File: src/design/lfs_pkg.sv
// Shared codes, constants and command type of the lamp frame sequencer.
package lfs_pkg;

    // Operation codes on the request channel
    localparam logic [2:0] OP_TICK     = 3'd0;
    localparam logic [2:0] OP_START    = 3'd1;
    localparam logic [2:0] OP_STOP     = 3'd2;
    localparam logic [2:0] OP_WR_BYTE  = 3'd3;
    localparam logic [2:0] OP_WR_LEN   = 3'd4;

    // Play order codes
    localparam logic [1:0] DIR_FWD     = 2'd0;
    localparam logic [1:0] DIR_BWD     = 2'd1;
    localparam logic [1:0] DIR_PING    = 2'd2;

    localparam logic [15:0] HOLD_RESET = 16'd100;
    localparam logic [15:0] TICK_MAX   = 16'hFFFF;
    localparam logic [7:0]  BYTE_ALL   = 8'hFF;
    localparam int          BANK_BITS  = 8;
    localparam int          EMIT_LIMIT = 8;
    localparam int          QUEUE_DEPTH = 2;

    typedef enum logic [2:0] {
        CMD_TICK,
        CMD_START,
        CMD_STOP,
        CMD_WR_BYTE,
        CMD_WR_LEN
    } cmd_kind_t;

    // Classified request as it travels from the front end to the player
    typedef struct packed {
        cmd_kind_t   kind;
        logic [2:0]  anim;
        logic [1:0]  dir;
        logic [7:0]  runs;
        logic [15:0] dur;
        logic [4:0]  frame;
        logic [2:0]  bank;
        logic [7:0]  data;
        logic [5:0]  total;
    } lfs_cmd_t;

endpackage

File: src/design/lfs_queue.sv
// Two-entry command queue between the front end and the player.
module lfs_queue
    import lfs_pkg::*;
(
    input  logic     aclk,
    input  logic     aresetn,
    input  logic     push,
    input  lfs_cmd_t push_cmd,
    output logic     full,
    input  logic     pop,
    output logic     head_valid,
    output lfs_cmd_t head_cmd
);

    localparam int QW = (QUEUE_DEPTH > 1) ? $clog2(QUEUE_DEPTH) : 1;

    lfs_cmd_t        slot_reg [QUEUE_DEPTH];
    logic [QW-1:0]   wr_ptr_reg, wr_ptr_next;
    logic [QW-1:0]   rd_ptr_reg, rd_ptr_next;
    logic [QW:0]     count_reg, count_next;

    assign full       = (count_reg == (QW+1)'(QUEUE_DEPTH));
    assign head_valid = (count_reg != '0);
    assign head_cmd   = slot_reg[rd_ptr_reg];

    // Pointer and fill count update
    always_comb begin
        wr_ptr_next = wr_ptr_reg;
        rd_ptr_next = rd_ptr_reg;
        count_next  = count_reg;
        if (push) begin
            wr_ptr_next = (wr_ptr_reg == QW'(QUEUE_DEPTH - 1)) ? '0 : wr_ptr_reg + 1'b1;
        end
        if (pop) begin
            rd_ptr_next = (rd_ptr_reg == QW'(QUEUE_DEPTH - 1)) ? '0 : rd_ptr_reg + 1'b1;
        end
        if (push && !pop) begin
            count_next = count_reg + 1'b1;
        end else if (pop && !push) begin
            count_next = count_reg - 1'b1;
        end
    end

    always_ff @(posedge aclk) begin
        if (!aresetn) begin
            wr_ptr_reg <= '0;
            rd_ptr_reg <= '0;
            count_reg  <= '0;
        end else begin
            wr_ptr_reg <= wr_ptr_next;
            rd_ptr_reg <= rd_ptr_next;
            count_reg  <= count_next;
        end
    end

    // Payload storage, no reset
    always_ff @(posedge aclk) begin
        if (push) begin
            slot_reg[wr_ptr_reg] <= push_cmd;
        end
    end

endmodule

File: config.mk
export PLATFORM = sky130hd
export DESIGN_NAME = lfs_queue
export DESIGN_NICKNAME = d
export VERILOG_FILES = /design/src/design/lfs_pkg.sv /design/src/design/lfs_queue.sv
export SDC_FILE = /design/constraint.sdc
export NUM_CORES = 1
export LEC_CHECK = 0
export BUFFER_PORTS_ARGS = -buffer_cell sky130_fd_sc_hd__buf_4
export CORE_MARGIN = 8
export CORE_UTILIZATION = 30
export DETAILED_ROUTE_END_ITERATION = 8
export SYNTH_ARGS = -nofsm -noshare
export SYNTH_HDL_FRONTEND = slang
export SYNTH_SLANG_ARGS = --single-unit
File: constraint.sdc
create_clock -name aclk -period 3.2 [get_ports aclk]
set_clock_uncertainty 0.15 [all_clocks]
set_input_delay 0.32 -clock aclk [delete_from_list [all_inputs] [get_ports aclk]]
set_output_delay 0.32 -clock aclk [all_outputs]
set_load 0.03 [all_outputs]
; ---- Word-level counts from Yosys, hierarchy flattened
; Memories as Yosys holds them, arrays and structs flattened. A register that Yosys moved wholly into a read port is not among the register bits.
; Index checks and enable logic that the tools add are counted.
[classes]
add_sub_neg = 4
eq_ne = 1
muxes = 8
n_reduce_logical = 6
[op_table]
columns = op, n
row1 = 2-to-1 mux 1 bit, 6
row2 = 2-to-1 mux 2 bit, 2
row3 = nonzero test 2 bit, 2
row4 = "adder 1 bit, second input constant", 2
row5 = "adder 2 x 1 -> 2 bit, second input constant", 1
row6 = "== test 2 bit, second input constant", 1
row7 = logical AND 1 bit, 2
row8 = logical NOT 1 bit, 2
row9 = "subtractor 2 x 1 -> 2 bit, second input constant", 1
[totals]
ff_bits = 4
ramBits = 108
out_inout_bits = 56
word_cells = 23
n_memories = 1
[memory_table]
columns = memory, depth, word_bits, read_ports, rd_ports_with_merged_regs, wr, line
row1 = slot_reg, 2, 54, 1, 1, 1, lfs_queue.sv:17  ; lfs_cmd_t slot_reg [QUEUE_DEPTH];

; ---- Longest topological paths before layout
[logic_depth]
depth_word = 4
mapped_depth = 5
depth_no_buf = 5

; ---- Worst setup path before layout
; OpenSTA, ideal clock, no wires.
[synth_path]
path_kind = input-to-reg
from = input port push
to = memory slot_reg[0][0] (netlist bit) (enable)
setup_time_ns = 0.473
arrival_ns = 2.738
required_time_ns = 2.577
path_slack_ns = -0.162
cell_stages = 1
path_cell_list = nor2b_1
[synth_between]
elab_chain_len = 2
[synth_lines]
columns = item, line
row1 = start: declaration, lfs_queue.sv:7  ; input logic push,
row2 = 2-to-1 mux 1 bit, lfs_queue.sv:58  ; if (push) begin
row3 = 2-to-1 mux 1 bit (implied by the code), lfs_queue.sv:59  ; slot_reg[wr_ptr_reg] <= push_cmd;
row4 = end: declaration, lfs_queue.sv:17
; Every way passes these cells.

==> run metrics <==
WL final 8.94 mm; Post-Synthesis Cells 190; Pint 3350 uW; Startpoint Class register; VDD IR max 0.340 mV; crit path cell chain buf_12 > mux2_2 > buf_4; commonest non-fill, non-tap cell in the layout buf_4; Period minus WS final 2.21 ns; Skew-Pair Late Insertion Delay 0.40 ns; GRT Total Usage 10.4%; post-route ant nets 0; initial antenna violation count 0; Combinational Power Share 13.4%; nets@finish 433; antenna cells 0; Setup crit end kind output port; Yosys warning total 0; core box area 13,700 um2; Chip Height 133 um; Final setup viols 0; Chip Width 133 um; top cells by area, synth edfxtp_1, mux2_2, dfxtp_1; fmax 452 MHz; die area 17,800 um2; syn_nets 249; I/O Pins 114; TritonRoute pass-1 iters 5; Clock Path Buffers 2; Final Power 4290 uW; CTS tree done; Port Buffers 113; vias post-DR 2,352; # H-tree levels 4; clock network fraction of total power 46.1%; Relative slew margins 69.2%; Max Slew Vio Count 0; cts bufs inserted 17; Setup TNS 0 ns; Yosys top cell area share 78.5%; crit share post-route 69.1%; MaxCap Viol Count 0; CTS resizes 0; DR vias/cell 4.16; slowest CP cell dfxtp_2; vias in the first global route 2,726; placed insts 480; pre-CTS setup slack 1.38 ns; Hold Slack 0.115 ns; Critical Path AT 1.74 ns; final hold violation count 0; WS Path Type register to output port; sequential share of the synthesized area 80.9%; fin cells 566; clock sinks 113; Synth Register Bits 113; Pwr Density 671 nW/um2; hold_buf cts 55; commonest cells after routing, fill and taps aside buf_4, edfxtp_1, dlygate4sd3_1; hold crit path type input pin to register; cell taking the most area after synthesis edfxtp_1; # rows 43; Post-CTS Setup Bufs 0; largest net degree at the start of global routing 48; number of flip-flops in the largest register 108; root buffer cell clkbuf_16; Cell variety after synth 17; Buf+Inv Stages, Crit Path 2; Starting Density 30.3%; Required @ worst endpoint 2.73 ns; P_sw 944 uW; Net Sw Frac 22.0%; first-pass GRT wire length 14.0 mm; residual DRC count 0; P&R area growth vs syn 54.5%; CP max FO 47; RSZ-0062 raised after global routing false; final setup margin 0.989 ns; Avg Inst Size Synth 21.8 um2; LEAKAGE 0.00242 uW; status complete, no violations; Post-Syn Area 4130 um2; Clock Pin Slew Worst Setup and Hold Paths 0.05 ns; Tightest Pin Transition 0.462 ns; GRT overflow 0; Worst path max stage delay 0.45 ns; wire per inst 15.8 um; Placer Congestion 0.683; layout cells sized above 1 52.6%; Iteration-0 DRC Markers 91; Seq pwr share 40.4%; critical path's top delay family buffers and inverters
kinds of logic (layout without fill, tap and decap cells):
group	count (synthesis)	count (layout)	share of synthesized area, %
DFF	113	113	80.9
muxes	54	54	14.7
and+or+nand+nor	9	9	1.42
buffers and inverters	7	203	1.57
AOI/OAI and AO/OA	3	3	0.484
xor gates and xnor gates	3	3	0.636
adders and majority gates	1	1	0.303
synthesized netlist by cell type:
library cell / count
edfxtp_1: 108
mux2_2: 54
buf_6: 5
dfxtp_1: 5
and2_1: 4
nor2b_1: 2
xor2_1: 2
a21boi_1: 1
and2b_2: 1
buf_2: 1
ha_1: 1
inv_1: 1
o21a_1: 1
o21ai_0: 1
or2_2: 1
or3_1: 1
xnor2_1: 1
worst register-to-register path, delay by kind of cell (launching register included):
kind                   cells  cell delay, ns
AND/OR/NAND/NOR            1            0.46
flip-flops                 1            0.37
buffers and inverters      1            0.31
power by group through the flow:
stage / sequential, uW / clock [uW] / combinational, uW
2_1_floorplan: 1750 / 0 / 321
3_3_place_gp: 1760 / 0 / 528
3_5_place_dp: 1760 / 0 / 531
4_1_cts: 1730 / 2030 / 588
5_1_grt: 1740 / 2090 / 613
6_report: 1730 / 1980 / 577
routing by layer:
metal  routed length, um  global-route usage [%]  up-vias  share of wire (%)
met5                   0                       0        -                  0
met4                 131                    5.05        0                1.5
met3                 491                    4.59       11                5.5
met2                4580                    17.1       66                 51
met1                3740                    11.1     1160                 42
li1                    -                       -     1115                  -
stage by stage:
| step | utilization [%] | cell area, um2 |
|---|---|---|
| 4_1_cts | 46.7 | 6390 |
| 3_3_place_gp | 38.2 | 5220 |
| 5_1_grt | 46.7 | 6390 |
| 3_5_place_dp | 38.2 | 5220 |
| 2_1_floorplan | - | 4140 |
| 6_report | 46.7 | 6390 |
layout make-up:
type,count,area (um2)
Tap cell,180,225
Clock inverter,13,193
Inverter,1,3.75
Clock buffer,18,429
Timing Repair Buffer,171,1460
Multi-Input combinational cell,70,734
Sequential cell,113,3340
Fill cell,1199,7280
worst paths after layout:
kind | startpoint | to | slack (ns) | cells past startpoint
worst min register to register | count_reg[1] | count_reg[1] | 0.36 | 2
worst min-delay path | push | wr_ptr_reg | 0.11 | 3
worst max-delay path | register | head_cmd[1] | 0.99 | 3
worst max register to register | wr_ptr_reg | slot_reg[1][10] | 1.57 | 2
Note: power is estimated with default switching activity, not from simulation.
